[config.mk]
export PLATFORM = sky130hd
export DESIGN_NAME = toolpath_segment_validator
export DESIGN_NICKNAME = d
export VERILOG_FILES = /design/src/rtl/tsv_pkg.sv /design/src/rtl/toolpath_segment_validator.sv
export SDC_FILE = /design/constraint.sdc
export NUM_CORES = 2
export LEC_CHECK = 0
export BUFFER_PORTS_ARGS = -buffer_cell sky130_fd_sc_hd__buf_2
export CORE_MARGIN = 2
export CORE_UTILIZATION = 52
export DETAILED_ROUTE_END_ITERATION = 10
export GPL_TIMING_DRIVEN = 0
export HOLD_SLACK_MARGIN = 0.03
export PLACE_DENSITY = 0.77
export SYNTH_ARGS = -nofsm -noshare
export SYNTH_HDL_FRONTEND = slang
export SYNTH_SLANG_ARGS = --single-unit
export TNS_END_PERCENT = 5
[constraint.sdc]
create_clock -name clock -period 14.2 [get_ports clock]
set_input_delay 2.84 -clock clock [delete_from_list [all_inputs] [get_ports clock]]
set_output_delay 2.84 -clock clock [all_outputs]
set_load 0.02 [all_outputs]
[src/rtl/tsv_pkg.sv]
`timescale 1ns / 1ps

package tsv_pkg;

   // configuration register indexes
   localparam logic [1:0] CSR_GEOM_TOL    = 2'd0;
   localparam logic [1:0] CSR_REL_SHIFT   = 2'd1;
   localparam logic [1:0] CSR_CLOSED_PATH = 2'd2;

   localparam logic [4:0] REL_SHIFT_RESET = 5'd20;

   // segment kinds and arc directions
   localparam logic [1:0] KIND_LINE = 2'd0;
   localparam logic [1:0] KIND_ARC  = 2'd1;
   localparam logic [1:0] DIR_CW    = 2'd1;

   // latched path status
   localparam logic [1:0] STAT_OK          = 2'd0;
   localparam logic [1:0] STAT_INVALID     = 2'd1;
   localparam logic [1:0] STAT_UNSUPPORTED = 2'd2;

   typedef enum logic [6:0] {
      S_IDLE = 7'b0000001,
      S_LOAD = 7'b0000010,
      S_DIST = 7'b0000100,
      S_ROOT = 7'b0001000,
      S_CMP  = 7'b0010000,
      S_POST = 7'b0100000,
      S_OUT  = 7'b1000000
   } state_type;

   // which squared distance the shared unit works on
   typedef enum logic [2:0] {
      OP_CONT  = 3'd0,   // from vs current point
      OP_CHORD = 3'd1,   // from vs to
      OP_RAD0  = 3'd2,   // from vs center
      OP_RAD1  = 3'd3,   // to vs center
      OP_CLOSE = 3'd4    // to vs path start
   } op_type;

endpackage

[src/rtl/toolpath_segment_validator.sv]
`timescale 1ns / 1ps

// Channel | Direction | Handshake           | Payload
// req     | in        | req_valid/req_stall | seg_kind, from/to/center u,v, turn_dir, final_seg
// rsp     | out       | rsp_valid/rsp_stall | path_status, path_done
// csr     | in        | csr_valid/csr_ready | csr_index, csr_wdata
//
// One segment at a time; req_stall is high from the accepting edge until S_IDLE.
// A squared distance is formed one multiplier bit per cycle, a radius by a restoring root
// (two radicand bits per cycle). Lines check continuity and chord, arcs also both radii;
// closed paths add a closure check and a segment after a latched error skips all checks.
// Reset is synchronous and clears control and status registers, not the datapath.
// The result waits in an output register; rsp_stall holds S_OUT only for a second result.

module toolpath_segment_validator #(
   parameter int COORD_BITS = 32
) (
   input  logic        clock,
   input  logic        reset,
   input  logic        req_valid,
   output logic        req_stall,
   input  logic [1:0]  req_seg_kind,
   input  logic [31:0] req_from_u,
   input  logic [31:0] req_from_v,
   input  logic [31:0] req_to_u,
   input  logic [31:0] req_to_v,
   input  logic [31:0] req_center_u,
   input  logic [31:0] req_center_v,
   input  logic [1:0]  req_turn_dir,
   input  logic        req_final_seg,
   output logic        rsp_valid,
   input  logic        rsp_stall,
   output logic [1:0]  rsp_path_status,
   output logic        rsp_path_done,
   input  logic        csr_valid,
   output logic        csr_ready,
   input  logic [1:0]  csr_index,
   input  logic [15:0] csr_wdata
);

   localparam int CW   = COORD_BITS;
   localparam int XW   = CW + 32;
   localparam int AW   = 2 * CW + 1;     // squared distance
   localparam int NW   = 2 * CW + 2;     // radicand, even width
   localparam int RW   = CW + 4;         // root remainder
   localparam int CNTW = $clog2(CW + 1);

   // state and registers
   tsv_pkg::state_type state_ff, state_in;
   tsv_pkg::op_type    op_ff, op_in;
   logic [CNTW-1:0] cnt_ff, cnt_in;
   logic [1:0]  kind_ff, kind_in, dir_ff, dir_in;
   logic        fin_ff, fin_in;
   logic [CW-1:0] fu_ff, fu_in, fv_ff, fv_in, tu_ff, tu_in, tv_ff, tv_in;
   logic [CW-1:0] cu_ff, cu_in, cv_ff, cv_in;
   logic [CW-1:0] su_ff, su_in, sv_ff, sv_in, pu_ff, pu_in, pv_ff, pv_in;
   logic        at_first_ff, at_first_in;
   logic [1:0]  err_ff, err_in;
   logic [15:0] tol_ff, tol_in;
   logic [4:0]  shift_ff, shift_in;
   logic        closed_ff, closed_in;
   logic [31:0] tol_sq_ff;
   logic [CW-1:0] mul_u_ff, mul_u_in, mul_v_ff, mul_v_in;
   logic [AW-1:0] mcd_u_ff, mcd_u_in, mcd_v_ff, mcd_v_in, acc_ff, acc_in;
   logic [NW-1:0] rad_ff, rad_in;
   logic [RW-1:0] rem_ff, rem_in;
   logic [CW:0]   root_ff, root_in, r0_ff, r0_in;
   logic        rsp_valid_ff, rsp_valid_in, done_ff, done_in;
   logic [1:0]  status_ff, status_in;

   // combinational helpers
   logic        req_beat, rsp_beat, out_free;
   logic [XW-1:0] x_fu, x_fv, x_tu, x_tv, x_cu, x_cv;
   logic [CW-1:0] op_au, op_av, op_bu, op_bv, du, dv;
   logic [CW:0]   diff_u, diff_v;
   logic [AW-1:0] part_u, part_v;
   logic        tol_hit;
   logic [RW-1:0] rem_sh, trial;
   logic [CW:0]   big, thr, rdiff;

   assign req_beat  = req_valid & ~req_stall;
   assign rsp_beat  = rsp_valid_ff & ~rsp_stall;
   assign out_free  = ~rsp_valid_ff | ~rsp_stall;
   assign req_stall = (state_ff != tsv_pkg::S_IDLE);
   assign csr_ready = 1'b1;
   assign rsp_valid = rsp_valid_ff;
   assign rsp_path_status = status_ff;
   assign rsp_path_done   = done_ff;

   // take the low COORD_BITS of each coordinate
   assign x_fu = XW'(req_from_u);
   assign x_fv = XW'(req_from_v);
   assign x_tu = XW'(req_to_u);
   assign x_tv = XW'(req_to_v);
   assign x_cu = XW'(req_center_u);
   assign x_cv = XW'(req_center_v);

   // operand pair for the distance unit
   always_comb begin
      case (op_ff)
         tsv_pkg::OP_CONT: begin
            op_au = fu_ff; op_av = fv_ff; op_bu = pu_ff; op_bv = pv_ff;
         end
         tsv_pkg::OP_CHORD: begin
            op_au = fu_ff; op_av = fv_ff; op_bu = tu_ff; op_bv = tv_ff;
         end
         tsv_pkg::OP_RAD0: begin
            op_au = fu_ff; op_av = fv_ff; op_bu = cu_ff; op_bv = cv_ff;
         end
         tsv_pkg::OP_RAD1: begin
            op_au = tu_ff; op_av = tv_ff; op_bu = cu_ff; op_bv = cv_ff;
         end
         default: begin
            op_au = tu_ff; op_av = tv_ff; op_bu = su_ff; op_bv = sv_ff;
         end
      endcase
   end

   // absolute differences of sign-extended coordinates
   assign diff_u = {op_au[CW-1], op_au} - {op_bu[CW-1], op_bu};
   assign diff_v = {op_av[CW-1], op_av} - {op_bv[CW-1], op_bv};
   assign du = diff_u[CW] ? CW'(-diff_u) : diff_u[CW-1:0];
   assign dv = diff_v[CW] ? CW'(-diff_v) : diff_v[CW-1:0];

   // one multiplier bit per lane per cycle
   assign part_u = mul_u_ff[0] ? mcd_u_ff : '0;
   assign part_v = mul_v_ff[0] ? mcd_v_ff : '0;
   assign tol_hit = (acc_in <= AW'(tol_sq_ff));

   // restoring square root step
   assign rem_sh = {rem_ff[RW-3:0], rad_ff[NW-1:NW-2]};
   assign trial  = RW'({root_ff, 2'b01});

   // radius agreement
   assign big   = (r0_ff > root_ff) ? ((r0_ff > CW'(tol_ff)) ? r0_ff : (CW+1)'(tol_ff))
                                    : ((root_ff > (CW+1)'(tol_ff)) ? root_ff
                                                                   : (CW+1)'(tol_ff));
   assign thr   = big >> shift_ff;
   assign rdiff = (r0_ff > root_ff) ? (r0_ff - root_ff) : (root_ff - r0_ff);

   always_comb begin
      state_in = state_ff;  op_in = op_ff;  cnt_in = cnt_ff;
      kind_in = kind_ff;  dir_in = dir_ff;  fin_in = fin_ff;
      fu_in = fu_ff;  fv_in = fv_ff;  tu_in = tu_ff;  tv_in = tv_ff;
      cu_in = cu_ff;  cv_in = cv_ff;
      su_in = su_ff;  sv_in = sv_ff;  pu_in = pu_ff;  pv_in = pv_ff;
      at_first_in = at_first_ff;  err_in = err_ff;
      tol_in = tol_ff;  shift_in = shift_ff;  closed_in = closed_ff;
      mul_u_in = mul_u_ff;  mul_v_in = mul_v_ff;
      mcd_u_in = mcd_u_ff;  mcd_v_in = mcd_v_ff;  acc_in = acc_ff;
      rad_in = rad_ff;  rem_in = rem_ff;  root_in = root_ff;  r0_in = r0_ff;
      rsp_valid_in = rsp_valid_ff & ~rsp_beat;
      status_in = status_ff;  done_in = done_ff;

      // configuration beats
      if (csr_valid && csr_ready) begin
         case (csr_index)
            tsv_pkg::CSR_GEOM_TOL:    tol_in    = csr_wdata;
            tsv_pkg::CSR_REL_SHIFT:   shift_in  = csr_wdata[4:0];
            tsv_pkg::CSR_CLOSED_PATH: closed_in = csr_wdata[0];
            default: ;
         endcase
      end

      case (state_ff)
         tsv_pkg::S_IDLE: begin
            if (req_beat) begin
               kind_in = req_seg_kind;  dir_in = req_turn_dir;  fin_in = req_final_seg;
               fu_in = x_fu[CW-1:0];  fv_in = x_fv[CW-1:0];
               tu_in = x_tu[CW-1:0];  tv_in = x_tv[CW-1:0];
               cu_in = x_cu[CW-1:0];  cv_in = x_cv[CW-1:0];
               if (at_first_ff) begin
                  su_in = x_fu[CW-1:0];  sv_in = x_fv[CW-1:0];
                  pu_in = x_fu[CW-1:0];  pv_in = x_fv[CW-1:0];
                  at_first_in = 1'b0;
               end
               op_in    = tsv_pkg::OP_CONT;
               // skip every check once an error is latched
               state_in = (err_ff == tsv_pkg::STAT_OK) ? tsv_pkg::S_LOAD : tsv_pkg::S_POST;
            end
         end
         tsv_pkg::S_LOAD: begin
            mul_u_in = du;  mul_v_in = dv;
            mcd_u_in = AW'(du);  mcd_v_in = AW'(dv);
            acc_in   = '0;  cnt_in = '0;
            state_in = tsv_pkg::S_DIST;
         end
         tsv_pkg::S_DIST: begin
            acc_in   = acc_ff + part_u + part_v;
            mul_u_in = mul_u_ff >> 1;  mul_v_in = mul_v_ff >> 1;
            mcd_u_in = mcd_u_ff << 1;  mcd_v_in = mcd_v_ff << 1;
            cnt_in   = cnt_ff + 1'b1;
            if (cnt_ff == CNTW'(CW - 1)) begin
               case (op_ff)
                  tsv_pkg::OP_CONT: begin
                     if (!tol_hit) begin
                        err_in = tsv_pkg::STAT_INVALID;  state_in = tsv_pkg::S_POST;
                     end else if (kind_ff == tsv_pkg::KIND_LINE ||
                                  kind_ff == tsv_pkg::KIND_ARC) begin
                        op_in = tsv_pkg::OP_CHORD;  state_in = tsv_pkg::S_LOAD;
                     end else begin
                        err_in = tsv_pkg::STAT_UNSUPPORTED;  state_in = tsv_pkg::S_POST;
                     end
                  end
                  tsv_pkg::OP_CHORD: begin
                     if (tol_hit) begin
                        err_in = tsv_pkg::STAT_INVALID;  state_in = tsv_pkg::S_POST;
                     end else if (kind_ff == tsv_pkg::KIND_LINE) begin
                        state_in = tsv_pkg::S_POST;
                     end else begin
                        op_in = tsv_pkg::OP_RAD0;  state_in = tsv_pkg::S_LOAD;
                     end
                  end
                  tsv_pkg::OP_RAD0, tsv_pkg::OP_RAD1: begin
                     if (tol_hit) begin
                        err_in = tsv_pkg::STAT_INVALID;  state_in = tsv_pkg::S_POST;
                     end else begin
                        rad_in = NW'(acc_in);  rem_in = '0;  root_in = '0;
                        cnt_in = '0;  state_in = tsv_pkg::S_ROOT;
                     end
                  end
                  default: begin
                     if (!tol_hit) err_in = tsv_pkg::STAT_INVALID;
                     state_in = tsv_pkg::S_OUT;
                  end
               endcase
            end
         end
         tsv_pkg::S_ROOT: begin
            rad_in = rad_ff << 2;
            cnt_in = cnt_ff + 1'b1;
            if (rem_sh >= trial) begin
               rem_in  = rem_sh - trial;
               root_in = {root_ff[CW-1:0], 1'b1};
            end else begin
               rem_in  = rem_sh;
               root_in = {root_ff[CW-1:0], 1'b0};
            end
            if (cnt_ff == CNTW'(CW)) begin
               if (op_ff == tsv_pkg::OP_RAD0) begin
                  r0_in = root_in;  op_in = tsv_pkg::OP_RAD1;
                  state_in = tsv_pkg::S_LOAD;
               end else begin
                  state_in = tsv_pkg::S_CMP;
               end
            end
         end
         tsv_pkg::S_CMP: begin
            if (rdiff > thr || dir_ff > tsv_pkg::DIR_CW) err_in = tsv_pkg::STAT_INVALID;
            state_in = tsv_pkg::S_POST;
         end
         tsv_pkg::S_POST: begin
            // the current point follows the segment end even after an error
            pu_in = tu_ff;  pv_in = tv_ff;
            if (fin_ff && closed_ff && err_ff == tsv_pkg::STAT_OK) begin
               op_in = tsv_pkg::OP_CLOSE;  state_in = tsv_pkg::S_LOAD;
            end else begin
               state_in = tsv_pkg::S_OUT;
            end
         end
         tsv_pkg::S_OUT: begin
            if (out_free) begin
               rsp_valid_in = 1'b1;  status_in = err_ff;  done_in = fin_ff;
               if (fin_ff) begin
                  err_in = tsv_pkg::STAT_OK;  at_first_in = 1'b1;
               end
               state_in = tsv_pkg::S_IDLE;
            end
         end
         default: state_in = tsv_pkg::S_IDLE;
      endcase
   end

   always_ff @(posedge clock) begin
      if (reset) begin
         state_ff     <= tsv_pkg::S_IDLE;
         op_ff        <= tsv_pkg::OP_CONT;
         cnt_ff       <= '0;
         su_ff <= '0;  sv_ff <= '0;  pu_ff <= '0;  pv_ff <= '0;
         at_first_ff  <= 1'b1;
         err_ff       <= tsv_pkg::STAT_OK;
         tol_ff       <= '0;
         shift_ff     <= tsv_pkg::REL_SHIFT_RESET;
         closed_ff    <= 1'b0;
         tol_sq_ff    <= '0;
         rsp_valid_ff <= 1'b0;
         status_ff    <= tsv_pkg::STAT_OK;
         done_ff      <= 1'b0;
      end else begin
         state_ff     <= state_in;
         op_ff        <= op_in;
         cnt_ff       <= cnt_in;
         su_ff <= su_in;  sv_ff <= sv_in;  pu_ff <= pu_in;  pv_ff <= pv_in;
         at_first_ff  <= at_first_in;
         err_ff       <= err_in;
         tol_ff       <= tol_in;
         shift_ff     <= shift_in;
         closed_ff    <= closed_in;
         tol_sq_ff    <= tol_ff * tol_ff;
         rsp_valid_ff <= rsp_valid_in;
         status_ff    <= status_in;
         done_ff      <= done_in;
      end
   end

   // datapath, no reset
   always_ff @(posedge clock) begin
      kind_ff <= kind_in;  dir_ff <= dir_in;  fin_ff <= fin_in;
      fu_ff <= fu_in;  fv_ff <= fv_in;  tu_ff <= tu_in;  tv_ff <= tv_in;
      cu_ff <= cu_in;  cv_ff <= cv_in;
      mul_u_ff <= mul_u_in;  mul_v_ff <= mul_v_in;
      mcd_u_ff <= mcd_u_in;  mcd_v_ff <= mcd_v_in;  acc_ff <= acc_in;
      rad_ff <= rad_in;  rem_ff <= rem_in;  root_ff <= root_in;  r0_ff <= r0_in;
   end

   // a fresh path never carries an old error
   a_first_clean: assert property (@(posedge clock) disable iff (reset)
      at_first_ff |-> err_ff == tsv_pkg::STAT_OK)
      else $error("error latched at path start");

   // an accepted segment always starts the sequencer
   a_start: assert property (@(posedge clock) disable iff (reset)
      req_beat |=> state_ff != tsv_pkg::S_IDLE)
      else $error("segment accepted without work");

   // the root unit only serves the two radii
   a_root_op: assert property (@(posedge clock) disable iff (reset)
      state_ff == tsv_pkg::S_ROOT |-> (op_ff == tsv_pkg::OP_RAD0 || op_ff == tsv_pkg::OP_RAD1))
      else $error("root unit on wrong operand");

   // status code three is never produced
   a_status: assert property (@(posedge clock) disable iff (reset)
      rsp_valid_ff |-> status_ff != 2'd3)
      else $error("bad status code");

endmodule
==> impl_metrics.yaml <==
run_status:
  status: "complete, no violations"
cts:
  cts_tree: "yes"
  clock_path_buffers: 3
  cts_resized: 0
  cts_root_buffer: "clkbuf_16"
  cts.sinks: 825
  cts_setup_buffers: 0
  cts_max_level: 3
  clkTransAtPathRegs_ns: 0.06
  hold_buffers: 0
  cts_buffers: 91
  clock_latency_ns: 0.73
layout:
  nets: 7517
  final_cell_mix: "716 x nand2_1, 687 x nor2_1, 556 x edfxtp_1"
  fin_util_pct: 58.1
  ff_latch_area_sq_um: 22100
  fillers: 9764
  multi_input_area_sq_um: 34400
  area_growth_pct: 10.8
  final_common_cell: "nand2_1"
  drive_gt1_share_pct: 8.09
run:
  maxCapViolCount: 0
worst_setup_path:
  max_stage_delay_ns: 0.71
  crit_slowest_cell: "clkbuf_1"
  path_max_fanout: 34
  cp.required_ns: 14.62
  crit_arrival_ns: 11.31
  startpoint_type: "register"
  endpoint_kind: "register"
  crit_type: "register to register"
timing:
  fin_skew_ns: 0.0853
  slew_headroom_pct: 18.4
  setup_slack_ns: 3.30
  drv_slew: 0
  rsz0062_at_grt: "no"
  fin_crit_ns: 10.90
  period_share_pct: 76.7
  tightest_slew_ns: 1.22
  fmax_mhz: 91.8
  hold_violations: 0
  finalSetupViolCount: 0
place:
  dpl.hpwl_microns: 142000
  post-place-ws_ns: 3.61
  place.gp.congestion: 1.02
  portBuffers: 222
global_route:
  grt_pass1_vias: 49000
  grt_usage_pct: 30.9
  grt_max_degree: 137
  grt_pass1_wl_microns: 281000
  grt_antenna_before_repair: 4
  overflow: 0
detailed_routing:
  vias: 49900
  ant_nets: 0
  wl_met2_microns: 82500
  routed.top_layer: "met4"
  wl_per_cell_microns: 22.2
  met1_length_microns: 76400
  drtIter0Drc: 5408
  routed-wl-met3_microns: 15300
  route.detailed.drc: 0
  viasPerCell: 6.08
  wirelength_microns: 183000
  drt-pass1-iter-count: 8
floorplanning:
  die-area_sq_um: 116000
  placementRows: 123
  die_y_microns: 341
  start_util_pct: 52.5
  core_sq_um: 113000
  io_pins: 226
  fp.dieW_microns: 341
logic_synthesis:
  synth-seq-cells: 825
  postSynthAreaPerCell_sq_um: 9.37
  syn-num-nets: 7192
  synth_area_sq_um: 59100
  ys_types: 104
  yosys_warnings: 0
  synth-async-reset-ratio_pct: 0
  synth_edf_count: 556
  syn_inst: 6312
  ys_seq_area_share_pct: 37.3
  synth_flop_cell: "edfxtp_1"
pwr:
  pwr_density_cell_nw_per_um2: 187
  vdd_drop_max_mv: 0.174
  power.leakage_uw: 0.0275
  power_uw: 12200
worst_hold_path:
  hp-class: "register to register"
==> routing by layer <==
metal,vias up,global-route usage [%]
met1,24000,41.8
met2,2400,48.7
met4,0,13.9
met3,467,5.19
met5,-,0
li1,23100,-
==> where the power goes <==
part | internal (uW) | switching, uW | leakage [uW]
clock | 1400 | 1050 | 0.00153
sequential | 3350 | 256 | 0.00725
combinational | 2290 | 3890 | 0.0187
total | 7040 | 5190 | 0.0275
==> cell usage after synthesis (all sizes together), types with 58 or more instances <==
library cell | number | share of area, %
and2 | 215 | 2.3
ha | 427 | 9.0
a21oi | 550 | 4.7
nand2 | 717 | 4.6
fa | 233 | 7.9
clkbuf | 259 | 1.6
nand3 | 76 | 0.64
mux2i | 188 | 3.2
nand4 | 72 | 0.76
a21o | 129 | 1.6
nor3 | 74 | 0.63
nor2 | 689 | 4.4
mux2 | 69 | 1.3
xnor2 | 148 | 2.2
edfxtp | 556 | 28
o21ai | 236 | 2.0
dfxtp | 269 | 9.1
inv | 384 | 2.4
buf | 58 | 0.45
xor2 | 100 | 1.5
a311oi | 69 | 1.0
o21a | 119 | 1.5
==> sequential cells by signal (all words and copies together), names as in the netlist, 5 cells and up <==
name	flops
cnt_ff	6
rad_ff	66
fu_ff	32
tol_sq_ff	31
pu_ff	32
mul_v_ff	32
tol_ff	16
pv_ff	32
tv_ff	32
state_ff	7
r0_ff	33
mcd_u_ff	65
sv_ff	32
root_ff	33
cv_ff	32
cu_ff	32
su_ff	32
shift_ff	5
tu_ff	32
fv_ff	32
mul_u_ff	32
acc_ff	65
mcd_v_ff	65
rem_ff	34
==> kinds of logic (layout without fill, tap and decap cells) <==
family	Yosys count	count (layout)	share of synthesized area, %
AND/OR/NAND/NOR	2115	2115	16.4
AO/OA/AOI/OAI	1494	1494	16.3
flip-flops	825	825	37.3
buffers and inverters	704	1105	4.55
adder cells (fa/ha/maj)	660	660	16.9
multiplexers	265	265	4.80
XOR/XNOR	248	248	3.67
other	1	4	0.00634
==> worst paths after layout <==
check | from | slack (ns) | cells past startpoint | endpoint
worst max-delay path | mul_u_ff[0] | 3.30 | 32 | rad_ff[45]
worst min-delay path | sv_ff[14] | 0.46 | 2 | sv_ff[14]
worst max register to register | mul_u_ff[0] | 3.30 | 32 | rad_ff[45]
worst min register to register | sv_ff[14] | 0.46 | 2 | sv_ff[14]
==> per-stage QoR <==
| stage | hold WS (ns) | TNS (ns) | area (sq um) | cells |
|---|---|---|---|---|
| after global placement | 0.442 | -473.93 | 62100 | 8034 |
| after floorplan | 0.436 | 0 | 59100 | 6312 |
| after detailed placement | 0.447 | 0 | 62400 | 8044 |
| after global routing | 0.471 | 0 | 65500 | 8215 |
| after CTS | 0.455 | 0 | 65500 | 8213 |
| final | 0.455 | 0 | 65500 | 8216 |
==> layout make-up <==
| type | count | area share, % |
|---|---|---|
| diodes | 3 | 0.0115 |
| plain buffers | 317 | 1.89 |
| clock buffers | 121 | 3.88 |
| clock inverters | 48 | 0.900 |
| inverters | 387 | 2.23 |
| multi-input cells | 4783 | 52.5 |
| flip-flops and latches | 825 | 33.7 |
| well taps | 1500 | 2.87 |
| repair buffers | 232 | 2.03 |
==> critical path, delay by kind of cell (launching register included) <==
kind	cells	cell delay, ns
compound gates	11	3.23
xor+xnor	1	0.14
fa+ha+maj	4	1.48
buf+inv	7	2.17
flops	1	0.46
simple gates	9	3.03
Note: power is estimated with default switching activity, not from simulation.
